==> src/fswp_pkg.sv <==
// ----------------------------------------------------------------------------
// fswp_pkg: flash sector write planner shared definitions
// Field widths, default geometry and the action codes of the planner.
// ----------------------------------------------------------------------------
package fswp_pkg;

	// address width of the flash byte address field
	localparam int ADDRESS_BITS = 17;

	// transaction field widths
	localparam int BYTE_W    = 8;
	localparam int SECTOR_W  = 3;
	localparam int ACTION_W  = 2;
	localparam int PAGE_W    = 10;
	localparam int COUNT_W   = 8;

	// default flash geometry (powers of two)
	localparam int SECTOR_BYTES_DEF     = 16384;
	localparam int PAGE_BYTES_DEF       = 128;
	localparam int PAGES_PER_SECTOR_DEF = 128;

	// decision for one sector chunk
	typedef enum logic [ACTION_W-1:0] {
		ACT_SKIP    = 2'd0,
		ACT_PROGRAM = 2'd1,
		ACT_ERASE   = 2'd2
	} action_t;

endpackage

==> src/flash_sector_write_planner.sv <==
// Path: a closing byte's decision passes the input and result registers.
// Throughput: one byte per cycle; input register and result register are parted by
// a single pass of compare and page arithmetic, so in_stall only rises when a held
// decision sits under out_stall and the waiting byte closes a chunk.
// Reset: arst_n clears both valid bits and the open chunk (flags and start offset).
// ----------------------------------------------------------------------------
// flash_sector_write_planner
// Gathers per-sector change and erase flags over a byte stream and emits one
// skip / program / erase decision at the end of every sector chunk.
// ----------------------------------------------------------------------------
module flash_sector_write_planner
	import fswp_pkg::*;
#(
	parameter int SECTOR_BYTES     = SECTOR_BYTES_DEF,
	parameter int PAGE_BYTES       = PAGE_BYTES_DEF,
	parameter int PAGES_PER_SECTOR = PAGES_PER_SECTOR_DEF
) (
	input  logic                    clk,
	input  logic                    arst_n,
	// byte transactions
	input  logic                    in_valid,
	output logic                    in_stall,
	input  logic [ADDRESS_BITS-1:0] dev_address,
	input  logic [BYTE_W-1:0]       current_byte,
	input  logic [BYTE_W-1:0]       new_byte,
	input  logic                    last_byte,
	// decision transactions
	output logic                    out_valid,
	input  logic                    out_stall,
	output logic [SECTOR_W-1:0]     sector_index,
	output logic [ACTION_W-1:0]     action,
	output logic [PAGE_W-1:0]       first_page,
	output logic [COUNT_W-1:0]      page_count
);

	localparam int OFF_W    = $clog2(SECTOR_BYTES);
	localparam int PG_SHIFT = $clog2(PAGE_BYTES);
	localparam int SECN_W   = ADDRESS_BITS - OFF_W;

	localparam logic [OFF_W-1:0]   OFF_LAST    = {OFF_W{1'b1}};
	localparam logic [PAGE_W-1:0]  PPS_PAGE    = PAGE_W'(PAGES_PER_SECTOR);
	localparam logic [COUNT_W-1:0] PPS_COUNT   = COUNT_W'(PAGES_PER_SECTOR);
	localparam logic [OFF_W-1:0]   ONE_OFF     = OFF_W'(1);

	// input register
	logic                    valid_s1;
	logic [ADDRESS_BITS-1:0] addr_s1;
	logic [BYTE_W-1:0]       cur_s1;
	logic [BYTE_W-1:0]       new_s1;
	logic                    last_s1;

	// open chunk state
	logic                    chunk_open_q;
	logic [OFF_W-1:0]        chunk_start_q;
	logic                    write_seen_q;
	logic                    erase_seen_q;

	// result register
	logic                    out_valid_q;
	logic [SECTOR_W-1:0]     sector_q;
	action_t                 action_q;
	logic [PAGE_W-1:0]       first_page_q;
	logic [COUNT_W-1:0]      page_count_q;

	// single-pass decision logic
	logic                    in_take;
	logic                    out_ready;
	logic                    s1_adv;
	logic [OFF_W-1:0]        off_c;
	logic [SECN_W-1:0]       sector_c;
	logic                    close_c;
	logic [OFF_W-1:0]        start_c;
	logic [OFF_W-1:0]        start_clamp_c;
	logic                    write_c;
	logic                    erase_c;
	logic [OFF_W-1:0]        start_pg_c;
	logic [OFF_W-1:0]        end_pg_c;
	logic [PAGE_W-1:0]       sector_page_c;
	action_t                 action_c;
	logic [PAGE_W-1:0]       first_page_c;
	logic [COUNT_W-1:0]      page_count_c;

	// handshake
	assign out_ready = !out_valid_q || !out_stall;
	assign s1_adv    = valid_s1 && (!close_c || out_ready);
	assign in_stall  = valid_s1 && !s1_adv;
	assign in_take   = in_valid && !in_stall;

	// split address, merge byte into running flags
	always_comb begin
		off_c         = addr_s1[OFF_W-1:0];
		sector_c      = addr_s1[ADDRESS_BITS-1:OFF_W];
		close_c       = last_s1 || (off_c == OFF_LAST);
		start_c       = chunk_open_q ? chunk_start_q : off_c;
		write_c       = (chunk_open_q && write_seen_q) || (cur_s1 != new_s1);
		erase_c       = (chunk_open_q && erase_seen_q) || ((cur_s1 & new_s1) != new_s1);
		start_clamp_c = (start_c > off_c) ? off_c : start_c;
		start_pg_c    = start_clamp_c >> PG_SHIFT;
		end_pg_c      = off_c >> PG_SHIFT;
		sector_page_c = PAGE_W'(PAGE_W'(sector_c) * PPS_PAGE);
	end

	// decision
	always_comb begin
		if (!write_c) begin
			action_c     = ACT_SKIP;
			first_page_c = '0;
			page_count_c = '0;
		end else if (erase_c) begin
			action_c     = ACT_ERASE;
			first_page_c = sector_page_c;
			page_count_c = PPS_COUNT;
		end else begin
			action_c     = ACT_PROGRAM;
			first_page_c = sector_page_c + PAGE_W'(start_pg_c);
			page_count_c = COUNT_W'(end_pg_c - start_pg_c + ONE_OFF);
		end
	end

	// input register valid
	always_ff @(posedge clk or negedge arst_n) begin
		if (!arst_n) begin
			valid_s1 <= 1'b0;
		end else if (in_take) begin
			valid_s1 <= 1'b1;
		end else if (s1_adv) begin
			valid_s1 <= 1'b0;
		end
	end

	// input register payload
	always_ff @(posedge clk) begin
		if (in_take) begin
			addr_s1 <= dev_address;
			cur_s1  <= current_byte;
			new_s1  <= new_byte;
			last_s1 <= last_byte;
		end
	end

	// chunk state: cleared at chunk end, else carries the merged flags
	always_ff @(posedge clk or negedge arst_n) begin
		if (!arst_n) begin
			chunk_open_q  <= 1'b0;
			chunk_start_q <= '0;
			write_seen_q  <= 1'b0;
			erase_seen_q  <= 1'b0;
		end else if (s1_adv) begin
			if (close_c) begin
				chunk_open_q  <= 1'b0;
				chunk_start_q <= '0;
				write_seen_q  <= 1'b0;
				erase_seen_q  <= 1'b0;
			end else begin
				chunk_open_q  <= 1'b1;
				chunk_start_q <= start_c;
				write_seen_q  <= write_c;
				erase_seen_q  <= erase_c;
			end
		end
	end

	// result register valid
	always_ff @(posedge clk or negedge arst_n) begin
		if (!arst_n) begin
			out_valid_q <= 1'b0;
		end else if (s1_adv && close_c) begin
			out_valid_q <= 1'b1;
		end else if (!out_stall) begin
			out_valid_q <= 1'b0;
		end
	end

	// result register payload
	always_ff @(posedge clk) begin
		if (s1_adv && close_c) begin
			sector_q     <= SECTOR_W'(sector_c);
			action_q     <= action_c;
			first_page_q <= first_page_c;
			page_count_q <= page_count_c;
		end
	end

	assign out_valid    = out_valid_q;
	assign sector_index = sector_q;
	assign action       = action_q;
	assign first_page   = first_page_q;
	assign page_count   = page_count_q;

	// a closing byte always leaves the chunk closed
	a_close_clears: assert property (@(posedge clk) disable iff (!arst_n)
		(s1_adv && close_c) |=> !chunk_open_q)
		else $error("chunk still open after closing byte");

	// a skip decision carries no pages
	a_skip_empty: assert property (@(posedge clk) disable iff (!arst_n)
		(out_valid_q && action_q == ACT_SKIP) |-> (page_count_q == '0 && first_page_q == '0))
		else $error("skip decision with pages");

	// an erase decision programs the whole sector
	a_erase_full: assert property (@(posedge clk) disable iff (!arst_n)
		(out_valid_q && action_q == ACT_ERASE) |-> (page_count_q == PPS_COUNT))
		else $error("erase decision with partial page count");

	// a held byte stays in the input register
	a_hold_s1: assert property (@(posedge clk) disable iff (!arst_n)
		(valid_s1 && !s1_adv) |=> (valid_s1 && $stable(addr_s1) && $stable(last_s1)))
		else $error("held byte lost from input register");

	// a new decision is only loaded when the result register is free
	a_no_overwrite: assert property (@(posedge clk) disable iff (!arst_n)
		(s1_adv && close_c) |-> out_ready)
		else $error("decision overwritten while stalled");

endmodule

==> config.mk <==
export PLATFORM = sky130hd
export DESIGN_NAME = flash_sector_write_planner
export DESIGN_NICKNAME = d
export VERILOG_FILES = /design/src/fswp_pkg.sv /design/src/flash_sector_write_planner.sv
export SDC_FILE = /design/constraint.sdc
export NUM_CORES = 1
export LEC_CHECK = 0
export BUFFER_PORTS_ARGS = -buffer_cell sky130_fd_sc_hd__buf_2
export CORE_AREA = 4 4 87 89
export DETAILED_ROUTE_END_ITERATION = 6
export DIE_AREA = 0 0 91 93
export GPL_TIMING_DRIVEN = 0
export MAX_ROUTING_LAYER = met4
export PLACE_DENSITY = 0.81
export SYNTH_ARGS = -nofsm -noshare
export SYNTH_HDL_FRONTEND = slang
export SYNTH_SLANG_ARGS = --single-unit
==> constraint.sdc <==
create_clock -name clk -period 4.9 [get_ports clk]
set_input_delay 0.98 -clock clk [delete_from_list [all_inputs] [get_ports clk]]
set_output_delay 0.98 -clock clk [all_outputs]
set_load 0.02 [all_outputs]
==> results.yml, run 1 <==
outcome:
  status: "finished clean"
timing:
  whs_ns: 0.440
  setup_tns_ns: 0
  max_freq_ghz: 0.221
  hold_violations: 0
  rsz0062_at_grt: "no"
  clock_skew_ns: 0.0143
  relSlewSlack_pct: 37.5
  fin_crit_sh_pct: 92.3
  worst_pin_slew_ns: 0.932
  slew_violations: 0
  setup_viol: 0
  period_minus_slack_ns: 4.52
yosys:
  netlist_area_um2: 3670
  synth_top_area_share_pct: 46.6
  synthXorXnorAreaFrac_pct: 1.19
  yosysMostFrequentCell: "edfxtp_1"
  synthesis.instances: 302
  synthAdderAreaFrac_pct: 12.5
  synthArstFlopShare_pct: 25.0
  synth_area_per_cell_um2: 12.2
  synth_ff_type: "edfxtp_1"
  synth_nets: 376
  synth_largest_area_cell: "edfxtp_1"
  yosys.area_share.simple_pct: 9.34
  synth_edf_count: 57
  synth.distinct_cells: 41
  synthTopCellsByArea: "edfxtp_1 47%, dfrtp_1 13%, ha_1 12%"
  yosysWarnings: 0
  synth_top_family_by_area: "adder cells"
  yosysSeqAreaShare_pct: 59.6
  synthTopCellsByCount: "57 x edfxtp_1, 35 x ha_1, 35 x nand2_1"
  synthMuxAreaShare_pct: 1.91
  ys_ff_latch: 76
  synth_compound_area_share_pct: 10.7
die:
  die_x_um: 91
  core_um2: 6760
  start_util_pct: 54.3
  num_rows: 30
  io_pins: 63
  die_y_um: 93
  die_area_um2: 8460
placement:
  io_buffers: 62
  gp_congestion: 0.897
  dp_hpwl_um: 4810
global_routing:
  antenna_found_initial: 0
  use_met2_pct: 29.7
  use_met3_pct: 3.94
  gr-total-overflow: 0
  grt_busiest_layer: "met2"
  grt_pass1_wl_um: 11100
  grt_max_degree: 35
  met1_usage_pct: 20.9
  grt_usage_pct: 17.5
  first_global_vias: 2358
min_path:
  holdCritPathClass: "flop to flop"
  whs_path_depth: 0
route:
  drc_errors: 0
  drtPass1Iterations: 4
  routed_via_density: 5.37
  drt_iter0_markers: 104
  via_count: 2477
  drt_wl_total_um: 6620
  detail-route-antenna-nets: 0
  avgRoutedWirePerCell_um: 14.4
worst_setup_path:
  r2r-start: "chunk_open_q$_DFFE_PN0P_"
  reg2regPathDepth: 20
  cp_max_fo: 10
  crit_end: "page_count[7]$_SDFFCE_PP0P_"
  end_kind: "flop"
  critPathLaunchType: "flop"
  reg2reg_slack_ns: 0.38
  critical_path_class: "flop to flop"
  r2r_end: "page_count[7]$_SDFFCE_PP0P_"
  crit_path_cell_trace: "buf_6 > mux2i_2 > inv_1 > ha_1 > and4_1 > a221oi_1 > a22o_1 > buf_2 > buf_2 > a21oi_1 > ha_1 > inv_1 > ha_1 > fa_1 > a21oi_1 > nor2_1 > nor2_1 > o21ai_0 > xor2_1 > a21oi_1"
  cpPeakStageDelay_ns: 0.43
  critical_path_arrival_ns: 4.59
  worstSetupStartpoint: "chunk_open_q$_DFFE_PN0P_"
  critPathSlowestCell: "dfrtp_2"
  crit_required_ns: 4.96
clock_tree:
  postCtsSetupRepairBufs: 0
  clock_tree.buffer_depth: 2
  clkSlewWorstSetupHoldPaths_ns: 0.08
  htree_num_levels: 3
  root_buffer: "clkbuf_8"
  cts_tree: "built"
  numCtsBuffers: 9
  clk_latency_ns: 0.35
  cts_num_sinks: 76
power_and_ir_drop:
  p_leak_uw: 0.00195
  p_int_uw: 1170
  p_total_uw: 1620
  p_sw_uw: 455
  irDropWorstVdd_mv: 0.190
  power.density_nw_per_um2: 373
  swShare_pct: 28.1
  power_frac_comb_pct: 22.5
  power.share.clock_pct: 29.7
  power_frac_seq_pct: 47.8
job:
  maxCapViolations: 0
final_layout:
  fillers: 542
  multi_input_area_um2: 1340
  nets: 450
  drive_gt1_share_pct: 25.5
  utilization_pct: 64.3
  diodes: 0
  seqCellArea_um2: 2190
  syn_to_final_growth_pct: 18.3
## cell type report
class | instances | share of cell area (%)
Clock inverter | 2 | 0.317
Tap cell | 80 | 2.30
Timing Repair Buffer | 63 | 7.49
Multi-Input combinational cell | 184 | 30.8
Sequential cell | 76 | 50.4
Inverter | 34 | 2.94
Buffer | 8 | 1.30
Clock buffer | 14 | 4.49
## worst max-delay path, delay by kind of cell, from the launching register on
family | cells | cell delay (ns)
mux | 1 | 0.39
simple gates | 3 | 0.41
buf+inv | 5 | 0.73
fa+ha+maj | 4 | 1.21
compound gates | 6 | 0.91
flops | 1 | 0.43
xor+xnor | 1 | 0.14
## worst min-delay path by stage
stage | slack (ns) | endpoint | startpoint
finish | 0.44 | sector_index[0]$_DFFE_PP_ | addr_s1[14]$_DFFE_PP_
CTS | 0.44 | sector_index[0]$_DFFE_PP_ | addr_s1[14]$_DFFE_PP_
global route | 0.46 | sector_index[0]$_DFFE_PP_ | addr_s1[14]$_DFFE_PP_
floorplan | 0.42 | sector_index[0]$_DFFE_PP_ | addr_s1[14]$_DFFE_PP_
detailed placement | 0.43 | sector_index[1]$_DFFE_PP_ | addr_s1[15]$_DFFE_PP_
global placement | 0.42 | sector_index[0]$_DFFE_PP_ | addr_s1[14]$_DFFE_PP_
## layout by cell type, fill, tap and decap left out, types with 2 or more instances in the layout
master     instances
mux2i_1            2
xnor2_1            2
mux2i_2            4
nand3_1            2
o21ai_1           10
a21oi_1           17
and2_1             3
buf_6              3
nor2b_1            3
nor4_1             2
nand2b_1           3
inv_1             33
clkbuf_8          10
buf_2             64
a32o_1             6
edfxtp_1          57
clkbuf_16          2
dfrtp_1           18
o21ai_0           21
xor2_1             3
ha_1              35
nor2_2             2
nand4_1            7
nor2_1             9
clkbuf_1           4
nand2_1           35
## registers in the layout, summed over array words and instances (netlist names)
register / flops
page_count: 8
new_s1: 8
erase_seen_q: 1
first_page: 10
out_valid: 1
addr_s1: 17
cur_s1: 8
chunk_open_q: 1
last_s1: 1
sector_index: 3
valid_s1: 1
action: 2
write_seen_q: 1
chunk_start_q: 14
## power groups by stage
stage	registers [µW]	logic, µW	clock network (µW)
CTS	772	362	493
global placement	785	344	0
floorplan	793	258	0
finish	775	365	481
detailed placement	786	358	0
global route	780	422	529
## what timing repair did
action / in CTS / in global routing
setup endpoints to repair: 0 / 3
hold buffers: 0 / 0
endpoints found under the hold margin: 0 / 0
gates resized for setup: 0 / 10
## per-stage QoR
step	instance area, µm²	worst slack (ns)	std cells
4_1_cts	4310	0.0697	461
3_3_place_gp	4080	0.142	444
3_5_place_dp	4100	0.0831	445
2_1_floorplan	3670	0.765	302
5_1_grt	4340	0.0334	461
6_report	4340	0.378	461
## metal layers
metal,wire length (µm),vias up
met5,0,-
met4,102,0
met3,347,10
met2,3370,63
met1,2810,1171
li1,-,1233
## cell families after synthesis
logic type | Yosys count
buffers and inverters | 42
multiplexers | 7
AO/OA/AOI/OAI | 64
adder cells (fa/ha/maj) | 36
flip-flops | 76
AND/OR/NAND/NOR | 72
XOR/XNOR | 5
No activity file was read; power rests on OpenSTA's default activity.
==> run 2, diff against run 1 <==
--- a/config.mk
+++ b/config.mk
@@ -5,13 +5,14 @@
 export SDC_FILE = /design/constraint.sdc
 export NUM_CORES = 1
 export LEC_CHECK = 0
+export ABC_AREA = 1
 export BUFFER_PORTS_ARGS = -buffer_cell sky130_fd_sc_hd__buf_2
-export CORE_AREA = 4 4 87 89
+export CORE_AREA = 4 4 90 92
 export DETAILED_ROUTE_END_ITERATION = 6
-export DIE_AREA = 0 0 91 93
+export DIE_AREA = 0 0 94 96
 export GPL_TIMING_DRIVEN = 0
 export MAX_ROUTING_LAYER = met4
-export PLACE_DENSITY = 0.81
+export PLACE_DENSITY = 0.8
 export SYNTH_ARGS = -nofsm -noshare
 export SYNTH_HDL_FRONTEND = slang
 export SYNTH_SLANG_ARGS = --single-unit
==> run 2 against run 1 <==
  * Synthesized area increased by 6.0%
  * Critical path type unchanged
  * Final cell count increased by 23%
  * Flip-flop and latch count unchanged
  * Clock power decreased by 3%
  * Largest power group unchanged
  * Core utilization decreased by 1.7 points
  * Critical path depth increased by 5
  * Worst hold slack improved by 0.015 ns
  * Routed wire length increased by 3.2%
  * Register-to-register slack improved by 0.42 ns
  * Total power increased by 2.3%
==> results.yml, run 2 <==
outcome:
  status: "finished clean"
timing:
  hold_violations: 0
  whs_ns: 0.455
  rsz0062_at_grt: "no"
  relSlewSlack_pct: 17.0
  setup_tns_ns: 0
  slew_violations: 0
  max_freq_ghz: 0.243
  period_minus_slack_ns: 4.11
  clock_skew_ns: 0.00834
  fin_crit_sh_pct: 83.8
  worst_pin_slew_ns: 1.24
  setup_viol: 0
worst_setup_path:
  critical_path_arrival_ns: 4.22
  critPathLaunchType: "flop"
  worstSetupStartpoint: "chunk_open_q$_DFFE_PN0P_"
  reg2regPathDepth: 25
  end_kind: "flop"
  cp_max_fo: 10
  critical_path_class: "flop to flop"
  r2r-start: "chunk_open_q$_DFFE_PN0P_"
  crit_required_ns: 5.01
global_routing:
  antenna_found_initial: 0
  grt_max_degree: 35
  gr-total-overflow: 0
  first_global_vias: 2553
  grt_usage_pct: 16.9
  grt_pass1_wl_um: 11400
yosys:
  synth_edf_count: 57
  synth_largest_area_cell: "edfxtp_1"
  synthTopCellsByArea: "edfxtp_1 44%, dfrtp_1 12%, nand2_1 12%"
  synthTopCellsByCount: "123 x nand2_1, 66 x inv_1, 57 x edfxtp_1"
  netlist_area_um2: 3890
  synth_ff_type: "edfxtp_1"
  synth.distinct_cells: 30
  ys_ff_latch: 76
  synth_nets: 464
  yosysWarnings: 0
  yosysSeqAreaShare_pct: 56.2
  synth_area_per_cell_um2: 9.97
  synthArstFlopShare_pct: 25.0
  synthesis.instances: 390
  synth_top_area_share_pct: 44.0
  yosysMostFrequentCell: "nand2_1"
clock_tree:
  postCtsSetupRepairBufs: 0
  cts_num_sinks: 76
  cts_resized: 0
  ctsHoldBuffers: 0
  numCtsBuffers: 9
  root_buffer: "clkbuf_8"
  clk_latency_ns: 0.35
  htree_num_levels: 3
  cts_tree: "built"
  clkSlewWorstSetupHoldPaths_ns: 0.08
  clock_tree.buffer_depth: 2
die:
  start_util_pct: 53.9
  die_y_um: 96
  core_um2: 7210
  die_area_um2: 9020
  io_pins: 63
  die_x_um: 94
  num_rows: 31
final_layout:
  diodes: 0
  nets: 537
  syn_to_final_growth_pct: 16.1
  drive_gt1_share_pct: 20.5
  largest_reg_flops: 17
  final_common_cell: "nand2_1"
  final_cell_mix: "123 x nand2_1, 66 x inv_1, 65 x buf_2"
  largest_register: "addr_s1"
route:
  drt_wl_total_um: 6830
  wl_met3_um: 374
  dr.max_layer_used: "met4"
  routed_via_density: 4.79
  via_count: 2714
  detail-route-antenna-nets: 0
  drtPass1Iterations: 5
  drc_errors: 0
  drt_iter0_markers: 134
  wl_met1_um: 2950
  wl_met2_um: 3470
  avgRoutedWirePerCell_um: 12.0
power_and_ir_drop:
  p_int_uw: 1140
  power_frac_comb_pct: 25.0
  power.density_nw_per_um2: 367
  swShare_pct: 31.2
  power_frac_seq_pct: 46.9
  p_sw_uw: 517
  power.share.clock_pct: 28.1
  irDropWorstVdd_mv: 0.190
  p_leak_uw: 0.00227
job:
  maxCapViolations: 0
placement:
  dp_hpwl_um: 5060
  gp_congestion: 0.888
  io_buffers: 62
min_path:
  hp-start: "addr_s1[15]$_DFFE_PP_"
  whs_path_depth: 0
  holdCritPathClass: "flop to flop"
==> run 2: cell types whose count changed after synthesis, sizes merged, moves of 4 or more <==
cell / delta
nand2: +93
inv: +34
o21ai: -16
nand3: +12
nor2: +10
mux2i: -7
a21oi: -6
a32o: -6
and2: -4
==> run 2: kinds of logic (layout without fill, tap and decap cells) <==
| group | after synthesis | after routing | share of synthesized area [%] |
|---|---|---|---|
| AO/OA/AOI/OAI | 33 | 33 | 4.89 |
| XOR/XNOR | 1 | 1 | 0.225 |
| adder cells (fa/ha/maj) | 36 | 36 | 11.8 |
| buffers and inverters | 74 | 152 | 7.72 |
| flip-flops | 76 | 76 | 56.2 |
| AND/OR/NAND/NOR | 170 | 170 | 19.2 |
==> run 2: power by group through the flow <==
stage               clock network, µW  registers, µW  logic, µW
global route                      503            783        489
CTS                               471            777        420
floorplan                           0            801        299
finish                            466            777        416
detailed placement                  0            791        414
global placement                    0            789        403
==> run 2: per-stage QoR <==
stage | instance area (µm²) | std cells | total power [µW] | setup WS (ns) | util (%)
2_1_floorplan | 3890 | 390 | 1100 | 1.33 | -
3_3_place_gp | 4320 | 551 | 1190 | 0.884 | 59.9
3_5_place_dp | 4320 | 551 | 1210 | 0.820 | 59.9
4_1_cts | 4520 | 567 | 1670 | 0.759 | 62.6
5_1_grt | 4520 | 567 | 1780 | 0.405 | 62.6
6_report | 4520 | 567 | 1660 | 0.793 | 62.6
==> run 2: cell type report <==
| cell class | instances | area, µm² |
|---|---|---|
| Clock inverter | 6 | 63.8 |
| Multi-Input combinational cell | 240 | 1400 |
| Timing Repair Buffer | 62 | 310 |
| Inverter | 68 | 255 |
| Buffer | 6 | 45.0 |
| Clock buffer | 10 | 128 |
| Tap cell | 99 | 124 |
| Fill cell | 610 | 2700 |
| Sequential cell | 76 | 2190 |
==> run 2: final timing paths <==
| check | end | slack [ns] |
|---|---|---|
| setup reg to reg | page_count[7]$_SDFFCE_PP0P_ | 0.79 |
| hold reg to reg | sector_index[1]$_DFFE_PP_ | 0.46 |
| min in group asynchronous | valid_s1$_DFFE_PN0P_ | 0.58 |
| max in group asynchronous | chunk_start_q[9]$_DFFE_PN0P_ | 4.00 |
| hold / removal | sector_index[1]$_DFFE_PP_ | 0.46 |
| setup / recovery | page_count[7]$_SDFFCE_PP0P_ | 0.79 |
==> run 2: critical path, stage by stage, from the launching register on <==
cell and delay, ns:
dfrtp_1 0.41, clkbuf_1 0.25, o21ai_0 0.27, inv_1 0.10, ha_1 0.31, nand2_1 0.08, nor2_2 0.13, inv_1 0.07
nor2_4 0.14, nand4_4 0.17, nand2_4 0.16, nand2_1 0.06, nand2_1 0.10, inv_1 0.05, ha_1 0.26, inv_1 0.04
ha_1 0.23, fa_1 0.42, nand3_1 0.09, nand2_1 0.09, nand2_1 0.07, nand2_1 0.06, a21oi_1 0.12, o21ai_0 0.09
nand2_1 0.06, inv_1 0.04
==> run 2: routing by layer <==
| layer | vias to the layer above | global-route usage (%) |
|---|---|---|
| met5 | - | - |
| met3 | 8 | 3.75 |
| met4 | 0 | 5.42 |
| met2 | 62 | 28.9 |
| li1 | 1407 | - |
| met1 | 1237 | 20.1 |
